## src/hdl/ult_pkg.sv

```systemverilog
package ult_pkg;

  // field widths of the two channels
  localparam int CMD_W       = 3;
  localparam int VALUE_IN_W  = 32;
  localparam int INDEX_W     = 4;
  localparam int RANGE_W     = 5;
  localparam int COUNT_OUT_W = 5;
  localparam int RD_OUT_W    = 32;
  localparam int STATUS_W    = 2;
  localparam int IN_TDATA_W  = 48;
  localparam int OUT_TDATA_W = 48;

  typedef logic [CMD_W-1:0]    cmd_t;
  typedef logic [STATUS_W-1:0] status_t;

  // command codes
  localparam cmd_t CMD_APPEND    = 3'd0;
  localparam cmd_t CMD_REMOVE_AT = 3'd1;
  localparam cmd_t CMD_REMOVE_RG = 3'd2;
  localparam cmd_t CMD_FIND_RM   = 3'd3;
  localparam cmd_t CMD_POSITION  = 3'd4;
  localparam cmd_t CMD_READ      = 3'd5;
  localparam cmd_t CMD_SORT      = 3'd6;

  // status codes
  localparam status_t ST_OK   = 2'd0;
  localparam status_t ST_FULL = 2'd1;
  localparam status_t ST_BAD  = 2'd2;

endpackage

```

## src/hdl/ult_ram.sv

```systemverilog
module ult_ram #(
  parameter int WIDTH = 32,
  parameter int DEPTH = 16,
  localparam int AW = $clog2(DEPTH)
) (
  input  logic             clk,
  input  logic             we,
  input  logic [AW-1:0]    waddr,
  input  logic [WIDTH-1:0] wdata,
  input  logic [AW-1:0]    raddr,
  output logic [WIDTH-1:0] rdata
);

  logic [WIDTH-1:0] mem [DEPTH];

  // one write port, one registered read port
  always_ff @(posedge clk) begin
    if (we) begin
      mem[waddr] <= wdata;
    end
    rdata <= mem[raddr];
  end

endmodule

```

## src/hdl/ult_cmp.sv

```systemverilog
module ult_cmp #(
  parameter int WIDTH = 32
) (
  input  logic [WIDTH-1:0] a,
  input  logic [WIDTH-1:0] b,
  output logic             eq,
  output logic             gt
);

  // unsigned magnitude compare shared by search and sort
  assign eq = (a == b);
  assign gt = (a > b);

endmodule

```

## src/hdl/unordered_list_table.sv

```systemverilog
// channel | direction | handshake            | payload
// in      | slave     | in_tvalid/in_tready  | in_tuser: cmd; in_tdata: value, index, range_end
// out     | master    | out_tvalid/out_tready| out_tdata: count, where_found, found,
//         |           |                      |            read_data, status
// one item at a time; in_tready is high only while the sequencer is idle.
// append writes in the dispatch step, read captures the entry in its read step, remove at index moves the
// last entry into the hole, remove range copies the tail down over the range when a tail moves,
// find remove and position scan from index 0 for the first match; all share the single RAM read
// port. sort is a bubble sort through the one comparator, at most count passes.
// synchronous active-low reset clears the count and control state; the store is not cleared.
// a waiting result holds the sequencer in its send step until out_tready takes it.
module unordered_list_table #(
  parameter int DEPTH       = 16,
  parameter int VALUE_WIDTH = 32
) (
  input  logic                            clk,
  input  logic                            rst_n,
  input  logic                            in_tvalid,
  output logic                            in_tready,
  // [31:0] value, [35:32] index, [40:36] range_end, rest zero
  input  logic [ult_pkg::IN_TDATA_W-1:0]  in_tdata,
  // [2:0] cmd
  input  logic [ult_pkg::CMD_W-1:0]       in_tuser,
  output logic                            out_tvalid,
  input  logic                            out_tready,
  // [4:0] count, [9:5] where_found, [10] found, [42:11] read_data, [44:43] status
  output logic [ult_pkg::OUT_TDATA_W-1:0] out_tdata
);

  import ult_pkg::*;

  localparam int AW = $clog2(DEPTH);
  localparam int CW = $clog2(DEPTH + 1);
  localparam int XW = (CW > RANGE_W) ? CW : RANGE_W;
  localparam int VW = VALUE_WIDTH;

  // sequencer states
  localparam logic [2:0] S_IDLE = 3'd0;
  localparam logic [2:0] S_DISP = 3'd1;
  localparam logic [2:0] S_SCAN = 3'd2;
  localparam logic [2:0] S_MOVE = 3'd3;
  localparam logic [2:0] S_COPY = 3'd4;
  localparam logic [2:0] S_RD   = 3'd5;
  localparam logic [2:0] S_SORT = 3'd6;
  localparam logic [2:0] S_SEND = 3'd7;

  logic [2:0]          state_r, state_nxt;
  logic [CW-1:0]       cnt_r, cnt_nxt;
  logic                dv_r, dv_nxt;
  logic                out_tvalid_r, out_tvalid_nxt;
  cmd_t                cmd_r, cmd_nxt;
  logic [VW-1:0]       val_r, val_nxt;
  logic [INDEX_W-1:0]  ix_r, ix_nxt;
  logic [RANGE_W-1:0]  re_r, re_nxt;
  logic [CW-1:0]       k_r, k_nxt;
  logic [CW-1:0]       dk_r, dk_nxt;
  logic [AW-1:0]       pos_r, pos_nxt;
  logic [VW-1:0]       cur_r, cur_nxt;
  logic                swp_r, swp_nxt;
  logic [CW-1:0]       where_r, where_nxt;
  logic                fnd_r, fnd_nxt;
  logic [RD_OUT_W-1:0] rd_r, rd_nxt;
  status_t             st_r, st_nxt;
  logic [CW-1:0]       out_cnt_r, out_cnt_nxt;
  logic [CW-1:0]       out_where_r, out_where_nxt;
  logic                out_fnd_r, out_fnd_nxt;
  logic [RD_OUT_W-1:0] out_rd_r, out_rd_nxt;
  status_t             out_st_r, out_st_nxt;

  logic                ram_we;
  logic [AW-1:0]       ram_waddr;
  logic [VW-1:0]       ram_wdata;
  logic [AW-1:0]       ram_raddr;
  logic [VW-1:0]       ram_rdata;
  logic [VW-1:0]       cmp_a;
  logic                cmp_eq;
  logic                cmp_gt;

  logic [CW-1:0]       cnt_m1;
  logic [XW-1:0]       cnt_x;
  logic [XW-1:0]       ix_x;
  logic [XW-1:0]       re_x;
  logic [CW-1:0]       gap;
  logic [CW-1:0]       copy_dst;
  logic [CW-1:0]       sort_dst;

  ult_ram #(
    .WIDTH (VW),
    .DEPTH (DEPTH)
  ) u_store (
    .clk   (clk),
    .we    (ram_we),
    .waddr (ram_waddr),
    .wdata (ram_wdata),
    .raddr (ram_raddr),
    .rdata (ram_rdata)
  );

  // shared comparator: search key for find remove and position, carried entry for sort
  assign cmp_a = (state_r == S_SORT) ? cur_r : val_r;

  ult_cmp #(
    .WIDTH (VW)
  ) u_cmp (
    .a  (cmp_a),
    .b  (ram_rdata),
    .eq (cmp_eq),
    .gt (cmp_gt)
  );

  // index arithmetic
  assign cnt_m1   = cnt_r - CW'(1);
  assign cnt_x    = XW'(cnt_r);
  assign ix_x     = XW'(ix_r);
  assign re_x     = XW'(re_r);
  assign gap      = CW'(re_x - ix_x);
  assign copy_dst = dk_r - gap;
  assign sort_dst = dk_r - CW'(1);

  assign in_tready  = (state_r == S_IDLE);
  assign out_tvalid = out_tvalid_r;
  assign out_tdata  = {3'b000, out_st_r, out_rd_r, out_fnd_r,
                       COUNT_OUT_W'(out_where_r), COUNT_OUT_W'(out_cnt_r)};

  // sequencer
  always_comb begin
    state_nxt      = state_r;
    cnt_nxt        = cnt_r;
    dv_nxt         = 1'b0;
    dk_nxt         = dk_r;
    k_nxt          = k_r;
    cmd_nxt        = cmd_r;
    val_nxt        = val_r;
    ix_nxt         = ix_r;
    re_nxt         = re_r;
    pos_nxt        = pos_r;
    cur_nxt        = cur_r;
    swp_nxt        = swp_r;
    where_nxt      = where_r;
    fnd_nxt        = fnd_r;
    rd_nxt         = rd_r;
    st_nxt         = st_r;
    out_cnt_nxt    = out_cnt_r;
    out_where_nxt  = out_where_r;
    out_fnd_nxt    = out_fnd_r;
    out_rd_nxt     = out_rd_r;
    out_st_nxt     = out_st_r;
    out_tvalid_nxt = out_tvalid_r && !out_tready;
    ram_we         = 1'b0;
    ram_waddr      = '0;
    ram_wdata      = '0;
    ram_raddr      = k_r[AW-1:0];

    case (state_r)
      S_IDLE: begin
        if (in_tvalid) begin
          cmd_nxt   = in_tuser;
          val_nxt   = VW'(in_tdata[VALUE_IN_W-1:0]);
          ix_nxt    = in_tdata[VALUE_IN_W +: INDEX_W];
          re_nxt    = in_tdata[VALUE_IN_W + INDEX_W +: RANGE_W];
          state_nxt = S_DISP;
        end
      end

      // check the item and start its walk
      S_DISP: begin
        where_nxt = '0;
        fnd_nxt   = 1'b0;
        rd_nxt    = '0;
        st_nxt    = ST_OK;
        k_nxt     = '0;
        state_nxt = S_SEND;
        case (cmd_r)
          CMD_APPEND: begin
            if (cnt_r == CW'(DEPTH)) begin
              st_nxt = ST_FULL;
            end else begin
              ram_we    = 1'b1;
              ram_waddr = cnt_r[AW-1:0];
              ram_wdata = val_r;
              cnt_nxt   = cnt_r + CW'(1);
            end
          end
          CMD_REMOVE_AT: begin
            if (ix_x >= cnt_x) begin
              st_nxt = ST_BAD;
            end else begin
              pos_nxt   = ix_x[AW-1:0];
              ram_raddr = cnt_m1[AW-1:0];
              state_nxt = S_MOVE;
            end
          end
          CMD_REMOVE_RG: begin
            if (ix_x >= re_x || re_x > cnt_x) begin
              st_nxt = ST_BAD;
            end else begin
              k_nxt     = CW'(re_x);
              state_nxt = S_COPY;
            end
          end
          CMD_FIND_RM, CMD_POSITION: begin
            state_nxt = S_SCAN;
          end
          CMD_READ: begin
            if (ix_x >= cnt_x) begin
              st_nxt = ST_BAD;
            end else begin
              ram_raddr = ix_x[AW-1:0];
              state_nxt = S_RD;
            end
          end
          CMD_SORT: begin
            if (cnt_r > CW'(1)) begin
              swp_nxt   = 1'b0;
              state_nxt = S_SORT;
            end
          end
          default: begin
            state_nxt = S_SEND;
          end
        endcase
      end

      // linear search for the first match, one read per cycle
      S_SCAN: begin
        if (dv_r && cmp_eq) begin
          where_nxt = dk_r;
          fnd_nxt   = 1'b1;
          if (cmd_r == CMD_FIND_RM) begin
            pos_nxt   = dk_r[AW-1:0];
            ram_raddr = cnt_m1[AW-1:0];
            state_nxt = S_MOVE;
          end else begin
            state_nxt = S_SEND;
          end
        end else if (!dv_r && k_r >= cnt_r) begin
          where_nxt = cnt_r;
          state_nxt = S_SEND;
        end else if (k_r < cnt_r) begin
          k_nxt  = k_r + CW'(1);
          dv_nxt = 1'b1;
          dk_nxt = k_r;
        end
      end

      // last entry fills the hole
      S_MOVE: begin
        ram_we    = 1'b1;
        ram_waddr = pos_r;
        ram_wdata = ram_rdata;
        cnt_nxt   = cnt_m1;
        state_nxt = S_SEND;
      end

      // tail shifts down over the removed range
      S_COPY: begin
        if (dv_r) begin
          ram_we    = 1'b1;
          ram_waddr = copy_dst[AW-1:0];
          ram_wdata = ram_rdata;
        end
        if (k_r < cnt_r) begin
          k_nxt  = k_r + CW'(1);
          dv_nxt = 1'b1;
          dk_nxt = k_r;
        end else if (!dv_r) begin
          cnt_nxt   = cnt_r - gap;
          state_nxt = S_SEND;
        end
      end

      S_RD: begin
        rd_nxt    = RD_OUT_W'(ram_rdata);
        state_nxt = S_SEND;
      end

      // bubble pass: carry the larger entry up, write the smaller behind
      S_SORT: begin
        if (dv_r) begin
          if (dk_r == '0) begin
            cur_nxt = ram_rdata;
          end else begin
            ram_we    = 1'b1;
            ram_waddr = sort_dst[AW-1:0];
            ram_wdata = cmp_gt ? ram_rdata : cur_r;
            cur_nxt   = cmp_gt ? cur_r : ram_rdata;
            if (cmp_gt) begin
              swp_nxt = 1'b1;
            end
          end
        end
        if (k_r < cnt_r) begin
          k_nxt  = k_r + CW'(1);
          dv_nxt = 1'b1;
          dk_nxt = k_r;
        end else if (!dv_r) begin
          ram_we    = 1'b1;
          ram_waddr = cnt_m1[AW-1:0];
          ram_wdata = cur_r;
          if (swp_r) begin
            k_nxt   = '0;
            swp_nxt = 1'b0;
          end else begin
            state_nxt = S_SEND;
          end
        end
      end

      // hand the result to the output register once it is free
      S_SEND: begin
        if (!out_tvalid_r || out_tready) begin
          out_cnt_nxt    = cnt_r;
          out_where_nxt  = where_r;
          out_fnd_nxt    = fnd_r;
          out_rd_nxt     = rd_r;
          out_st_nxt     = st_r;
          out_tvalid_nxt = 1'b1;
          state_nxt      = S_IDLE;
        end
      end

      default: begin
        state_nxt = S_IDLE;
      end
    endcase
  end

  // control state
  always_ff @(posedge clk) begin
    if (!rst_n) begin
      state_r      <= S_IDLE;
      cnt_r        <= '0;
      dv_r         <= 1'b0;
      out_tvalid_r <= 1'b0;
    end else begin
      state_r      <= state_nxt;
      cnt_r        <= cnt_nxt;
      dv_r         <= dv_nxt;
      out_tvalid_r <= out_tvalid_nxt;
    end
  end

  // item and result payload
  always_ff @(posedge clk) begin
    cmd_r       <= cmd_nxt;
    val_r       <= val_nxt;
    ix_r        <= ix_nxt;
    re_r        <= re_nxt;
    k_r         <= k_nxt;
    dk_r        <= dk_nxt;
    pos_r       <= pos_nxt;
    cur_r       <= cur_nxt;
    swp_r       <= swp_nxt;
    where_r     <= where_nxt;
    fnd_r       <= fnd_nxt;
    rd_r        <= rd_nxt;
    st_r        <= st_nxt;
    out_cnt_r   <= out_cnt_nxt;
    out_where_r <= out_where_nxt;
    out_fnd_r   <= out_fnd_nxt;
    out_rd_r    <= out_rd_nxt;
    out_st_r    <= out_st_nxt;
  end

  // checks
  a_cnt_bound: assert property (@(posedge clk) disable iff (!rst_n)
    cnt_r <= CW'(DEPTH))
    else $error("live count above depth");

  a_full_at_depth: assert property (@(posedge clk) disable iff (!rst_n)
    out_tvalid_r && out_st_r == ST_FULL |-> out_cnt_r == CW'(DEPTH))
    else $error("full status with room left");

  a_where_bound: assert property (@(posedge clk) disable iff (!rst_n)
    out_tvalid_r |-> out_where_r <= out_cnt_r)
    else $error("match index beyond count");

  a_busy_after_accept: assert property (@(posedge clk) disable iff (!rst_n)
    in_tvalid && in_tready |=> !in_tready)
    else $error("second item taken while busy");

endmodule
```

## config.mk

```make
export PLATFORM = sky130hd
export DESIGN_NAME = unordered_list_table
export DESIGN_NICKNAME = d
export VERILOG_FILES = /design/src/hdl/ult_pkg.sv /design/src/hdl/ult_ram.sv /design/src/hdl/ult_cmp.sv /design/src/hdl/unordered_list_table.sv
export SDC_FILE = /design/constraint.sdc
export NUM_CORES = 1
export LEC_CHECK = 0
export ABC_AREA = 1
export BUFFER_PORTS_ARGS = -buffer_cell sky130_fd_sc_hd__buf_4
export CORE_MARGIN = 10
export CORE_UTILIZATION = 28
export DETAILED_ROUTE_END_ITERATION = 16
export PLACE_DENSITY = 0.4
export REMOVE_ABC_BUFFERS = 1
export SKIP_LAST_GASP = 1
export SYNTH_ARGS = -nofsm -noshare
export SYNTH_HDL_FRONTEND = slang
export SYNTH_SLANG_ARGS = --single-unit
```

## constraint.sdc

```tcl
create_clock -name clk -period 7.16 [get_ports clk]
set_clock_uncertainty 0.1 [all_clocks]
set_input_delay 2.148 -clock clk [delete_from_list [all_inputs] [get_ports clk]]
set_output_delay 2.148 -clock clk [all_outputs]
set_load 0.05 [all_outputs]
```

* Word level (Yosys, flattened, before mapping)
Memories as Yosys holds them, arrays and structs flattened. A register that Yosys moved wholly into a read port is not among the register bits.
Index checks and enable logic that the tools add are counted.
** Word-level totals
- Bits in registers :: 186
- Memory bits (writable) :: 512
- Input bits :: 55
- Output and inout port bits :: 50
- Memories kept :: 1
** Memories
- u_store.mem :: words 16, bits a word 32, rd ports 1, clocked after memory_dff 1, wr ports 1, line ult_ram.sv:14 : logic [WIDTH-1:0] mem [DEPTH];
** Cells by class
- Add/sub/neg operators :: 7
- Order comparisons :: 7
- Eq/ne operators :: 36
- Muxes and demuxes :: 100
- Reduce and logical (&&, ||, !) cells :: 32
** Operator list (number)
- 2-to-1 mux 32 bit :: 11
- one-hot mux 32 bit (4 select lines) :: 1
- 2-to-1 mux 5 bit :: 17
- one-hot mux 32 bit (2 select lines) :: 1
- 2-to-1 mux 4 bit :: 15
- 2-to-1 mux 3 bit :: 11
- == test 32 bit :: 1
- > comparator 32 bit :: 1
- inequality test 2 bit (second input constant) :: 15
- 2-to-1 mux 1 bit :: 25
- one-hot mux 4 bit (2 select lines) :: 3
- == test 3 bit (second input constant) :: 7
- one-hot mux 3 bit (7 select lines) :: 1
- one-hot mux 5 bit (2 select lines) :: 2
- one-hot mux 5 bit (4 select lines) :: 1
- one-hot mux 4 bit (4 select lines) :: 1
- one-hot mux 3 bit (5 select lines) :: 1
- one-hot mux 5 bit (3 select lines) :: 1
- AND reduction 5 bit :: 3
- == test 3 x 2 -> 1 bit (second input constant) :: 4
- adder 5 x 1 -> 5 bit (second input constant) :: 2
- >= comparator 4 x 5 -> 1 bit :: 2
- AND reduction 3 bit :: 3
- 2-to-1 mux 2 bit :: 4
- 28 further kinds :: 49

* Logic depth before layout (Yosys ltp)
- Depth in word-level cells :: 10
- Gate-level depth with buffers :: 26

* Modules after synthesis
A second synthesis with hierarchy kept.
** Second synthesis, totals
- Cell total of the unflattened synthesis :: 3137
- Area total of the unflattened synthesis :: 32752.7 µm²
** By module, submodules not included
- ult_ram :: instances 1, cells an instance 2120, area each 22738.1 µm²
- unordered_list_table :: instances 1, cells an instance 875, area each 9093.7 µm²
- ult_cmp :: instances 1, cells an instance 142, area each 920.9 µm²

* Least setup slack after synthesis
Ideal clock, no wire load.
- Path kind :: input port to flip-flop
- From :: input port out_tready
- To :: register out_cnt_r[0], enable pin
- Library setup time :: 503 ps
- Arrival :: 5273 ps
- Data required time :: 6557 ps
- Setup slack :: 1284 ps
- Stages :: 2
- Path buffers :: 0
- Cell sequence :: nor2_1 > nor3_1
** Between the ends
- Cells in the longest elaborated chain, start to end :: 2
** Ends and longest elaborated chain
- from (decl) :: line unordered_list_table.sv:25 : input logic out_tready,
- logical OR 1 bit :: line unordered_list_table.sv:311 : if (!out_tvalid_r || out_tready) begin
- AND reduction 2 bit (no source line)
- to (signal assigned) :: line unordered_list_table.sv:358 : out_cnt_r <= out_cnt_nxt;
- to (decl) :: line unordered_list_table.sv:64 : logic [CW-1:0] out_cnt_r, out_cnt_nxt;
Every way passes these cells.
A chain may end at the register's enable or synchronous reset.

* Worst setup path after layout
- From :: register state_r[2]
- To :: register u_store.rdata[10] (read register of u_store.mem)
** Between the ends
- Cells in the longest elaborated chain, start to end :: 6
** Ends and longest elaborated chain
- from (decl) :: line unordered_list_table.sv:47 : logic [2:0] state_r, state_nxt;
- from (signal assigned) :: line unordered_list_table.sv:336 : state_r <= state_nxt;
- == test 3 bit :: line unordered_list_table.sv:100 : assign cmp_a = (state_r == S_SORT) ? cur_r : val_r;
- 2-to-1 mux 32 bit :: line unordered_list_table.sv:100
- == test 32 bit :: line ult_cmp.sv:11 : assign eq = (a == b);
- logical AND 1 bit :: line unordered_list_table.sv:226 : if (dv_r && cmp_eq) begin
- 2-to-1 mux 4 bit :: line unordered_list_table.sv:226
- one-hot mux 4 bit (2 select lines) * :: line unordered_list_table.sv:154 : case (state_r)
- to (decl) :: line ult_ram.sv:11 : output logic [WIDTH-1:0] rdata
Every way passes the cells marked *; elsewhere a longest branch is shown, timed or not.

==> PnR_summary.wiki <==
{| class="wikitable"
! Metric !! Value
|-
| Ranking of synthesized cells by instance count || sky130_fd_sc_hd__nand2_1 (721), sky130_fd_sc_hd__edfxtp_1 (688), sky130_fd_sc_hd__nand3_1 (639)
|-
| Worst slew margin relative to its limit || 0.239
|-
| GRT Total Usage || 0.165
|-
| Number of input and output port buffers inserted || 94
|-
| Max-slew violation total from the final report || 0
|-
| Die area || approximately 130000 µm²
|-
| CP Capture Type || flop
|-
| Pin count of the biggest net entering global routing || ~180
|-
| Diode count || 0
|-
| Placement-stage worst setup slack || ~1600 ps
|-
| Avg Cell Area, Syn || 10.2 µm²
|-
| Category of the critical setup timing path || reg2reg
|-
| Nets@finish || ~3500
|-
| Switch share || 0.437
|-
| Count of max-cap constraint violations || 0
|-
| Achievable Freq || ~180 MHz
|-
| Drt pass-1 iters || 5
|-
| Final Hold Viols || 0
|-
| Netlist Area Pre-Place || 33400 µm²
|-
| Worst hold slack || 317 ps
|-
| Final-layout setup total negative slack || 0 ps
|-
| Final standard cell area without fillers || 39000 µm²
|-
| Maximum fanout along the worst path || 135
|-
| Core Rows || ~130
|-
| Worst-case vdd ir drop || approximately 0.52 mV
|-
| I/O pin count || 105
|-
| Root buffer selected by CTS || sky130_fd_sc_hd__clkbuf_16
|-
| CTS Buf Count || 87
|-
| Critical path required time || 7610 ps
|-
| Synthesis-to-finish area growth || 16.6%
|-
| Max H-tree Level || 3
|-
| Part of the total power dissipated in sequential elements || 0.313
|-
| Hold crit path type || reg2reg
|-
| WP data arrival || about 6000 ps
|-
| Fraction of power consumed by combinational cells || 0.437
|-
| Cells after Synth || 3278
|-
| Clk buf depth || 3
|-
| Lkg Pwr || 15.9 nW
|-
| Top area cells in the synthesized netlist || sky130_fd_sc_hd__edfxtp_1 (62%), sky130_fd_sc_hd__nand3_1 (9.6%), sky130_fd_sc_hd__nand2_1 (8.1%)
|-
| Cell type with the largest total area after synthesis || sky130_fd_sc_hd__edfxtp_1
|-
| Clock input transition at the sequential cells of the worst setup and hold paths || roughly 60 ps
|-
| Slack of the worst reg-to-reg path || between 1500 and 2000 ps
|-
| Detail Placement HPWL || 60.6 mm
|-
| Total number of vias || 23235
|-
| Sw Pwr || ~8 mW
|-
| Most repeated cell in the gate-level netlist after synthesis || sky130_fd_sc_hd__nand2_1
|-
| Most instantiated flip-flop cell in the synthesis netlist || sky130_fd_sc_hd__edfxtp_1
|-
| Clock latency on the worst-skew pair || 680 ps
|-
| Number of clock sinks seen by CTS || 730
|-
| Starting utilization of the core area || 0.283
|-
| Least-Margin Pin Slew || 1140 ps
|-
| Internal Pwr Total || around 10 mW
|-
| Post-synth EDFFs || between 600 and 700
|-
| Number of remaining DRC errors || 0
|-
| Top cell type's share of synthesized area || 0.618
|-
| Aggregate global routing overflow || 0
|-
| Post-synthesis cell type count || 45
|-
| Routed via count divided by cell count || 4.69
|-
| Vias in the first global route || 22179
|-
| Cts hold-fix bufs || 0
|-
| Horizontal extent of the die || between 300 and 400 µm
|-
| CTS tree || built
|-
| Core box area || around 120000 µm²
|-
| Setup slack after layout || 1620 ps
|-
| Global placer's final weighted congestion || 0.804
|-
| Async set or reset register ratio after synthesis || 0
|-
| Count of routing violations after the opening detailed-route iteration || 1839
|-
| Outcome || finished, final reports clean
|-
| Unrepaired setup endpoints after global routing || false
|-
| Chip Height || approximately 370 µm
|-
| Yosys reg bits || 730
|-
| Final critical-path share of the clock period || 0.774
|-
| Kind of start point of the critical path || flop
|-
| Seq/Total Area, Yosys || 0.643
|-
| Wirelength per Cell || 22.5 µm
|-
| Placed cell area || 36000 µm²
|-
| Clk pwr share || 0.250
|-
| Gates resized, CTS repair || 0
|-
| Power density relative to cell area || 468 nW/µm²
|-
| Post CTS Setup Buffer Count || 0
|-
| Fraction of layout instances using a drive strength above 1 || 0.0978
|-
| Crit path time final || approximately 5500 ps
|-
| Wire length after detailed routing || around 110 mm
|-
| Antenna violations before repair || 2
|-
| Wire length of the first global-routing pass || 161 mm
|-
| Count of nets left with antenna violations after detail routing || 0
|-
| Synthesis Warnings || 0
|-
| Setup Viol. Count Final || 0
|}
-- stage by stage --
| step | cells | util | power (mW) |
|---|---|---|---|
| floorplan | 3107 | - | 10.8 |
| global placement | 4787 | 0.305 | 13.9 |
| detailed placement | 4787 | 0.305 | 13.9 |
| CTS | 4951 | 0.330 | 18.5 |
| global route | 4951 | 0.330 | 19.5 |
| finish | 4951 | 0.330 | 18.2 |
-- placed cells by master, fill, tap and decap left out, drive strengths merged --
| cell type | count |
|---|---|
| nand2 | 725 |
| edfxtp | 688 |
| nand3 | 642 |
| inv | 520 |
| buf | 144 |
| clkbuf | 131 |
| nor2 | 108 |
| o21ai | 76 |
| a21oi | 73 |
| nand3b | 66 |
| ha | 62 |
| dfxtp | 42 |
| o22ai | 36 |
| clkinv | 27 |
| xor2 | 10 |
| nand4 | 8 |
| o211ai | 6 |
| a211oi | 6 |
| bufinv | 6 |
| nor3 | 5 |
| or2 | 4 |
| a31oi | 4 |
| xnor2 | 3 |
| fa | 3 |
| conb | 3 |
| a21o | 2 |
| a22oi | 2 |
| o21a | 2 |
| a221oi | 2 |
| nor4 | 2 |
| o21bai | 2 |
| o31ai | 1 |
| a21boi | 1 |
| o211a | 1 |
| o221ai | 1 |
| clkinvlp | 1 |
-- power groups by stage --
stage | Clock, mW | Sequential [mW] | Combinational, mW
floorplan | 0 | 5.70 | 5.14
global placement | 0 | 5.81 | 8.06
detailed placement | 0 | 5.80 | 8.05
CTS | 4.68 | 5.72 | 8.08
global route | 4.84 | 5.77 | 8.90
finish | 4.56 | 5.72 | 7.97
-- path summary, 6_finish.rpt --
path                            cells after the start           endpoint  startpoint
worst max-delay path                               23  u_store.rdata[10]  state_r[2]
worst min-delay path                                0        out_st_r[1]     st_r[1]
worst max register to register                     23  u_store.rdata[10]  state_r[2]
worst min register to register                      0        out_st_r[1]     st_r[1]
-- per-layer routing --
| metal | part of all wire | global-route usage | routed length (µm) | vias up |
|---|---|---|---|---|
| li1 | - | - | - | 11156 |
| met1 | 0.48 | 0.239 | 53600 | 11306 |
| met2 | 0.44 | 0.251 | 49200 | 622 |
| met3 | 0.053 | 0.0259 | 5860 | 151 |
| met4 | 0.026 | 0.0465 | 2860 | 0 |
| met5 | 0 | 0 | 0 | - |
-- cell families after synthesis --
family / after synthesis / synth area share
XOR/XNOR: 13 / 0.00341
adder cells (fa/ha/maj): 65 / 0.0250
buffers and inverters: 694 / 0.0822
AO/OA/AOI/OAI: 215 / 0.0367
flip-flops: 730 / 0.643
AND/OR/NAND/NOR: 1560 / 0.209
other: 1 / 0.000112
-- flip-flops by register name, summed over array words and instances, names as in the netlist, 5 cells and up --
| register | cells |
|---|---|
| cnt_r | 5 |
| cur_r | 32 |
| dk_r | 5 |
| k_r | 5 |
| out_cnt_r | 5 |
| out_rd_r | 32 |
| out_where_r | 5 |
| rd_r | 32 |
| re_r | 5 |
| u_store.mem | 512 |
| u_store.rdata | 32 |
| val_r | 32 |
| where_r | 5 |
-- critical path, cell delays in order (launching register included) --
cell                      delay, ps
sky130_fd_sc_hd__dfxtp_1        520
sky130_fd_sc_hd__inv_1          220
sky130_fd_sc_hd__nor2_4         170
sky130_fd_sc_hd__buf_12         290
sky130_fd_sc_hd__inv_2          320
sky130_fd_sc_hd__nand2_1        120
sky130_fd_sc_hd__o21ai_0         90
sky130_fd_sc_hd__ha_1           300
sky130_fd_sc_hd__nand2_1        120
sky130_fd_sc_hd__nor2_1         170
sky130_fd_sc_hd__nand2_1        130
sky130_fd_sc_hd__nor2_2         350
sky130_fd_sc_hd__nand3_2        250
sky130_fd_sc_hd__nand2_1        100
sky130_fd_sc_hd__nand3_1        110
sky130_fd_sc_hd__nand3_4        220
sky130_fd_sc_hd__nand2_8        580
sky130_fd_sc_hd__buf_12         500
sky130_fd_sc_hd__nand2_1        140
sky130_fd_sc_hd__nand2_1         60
sky130_fd_sc_hd__nand2_1         50
sky130_fd_sc_hd__nand3_1        120
sky130_fd_sc_hd__nand3_1        110
sky130_fd_sc_hd__nand2_1         80
-- final cells by class --
class	count	area [µm²]
Inverter	521	1960
Multi-Input combinational cell	1856	9420
Clock buffer	131	2590
Sequential cell	730	21500
Clock inverter	33	379
Tap cell	1536	1920
Timing Repair Buffer	144	1220
Fill cell	12012	79300
(Power assumes the default switching activity.)
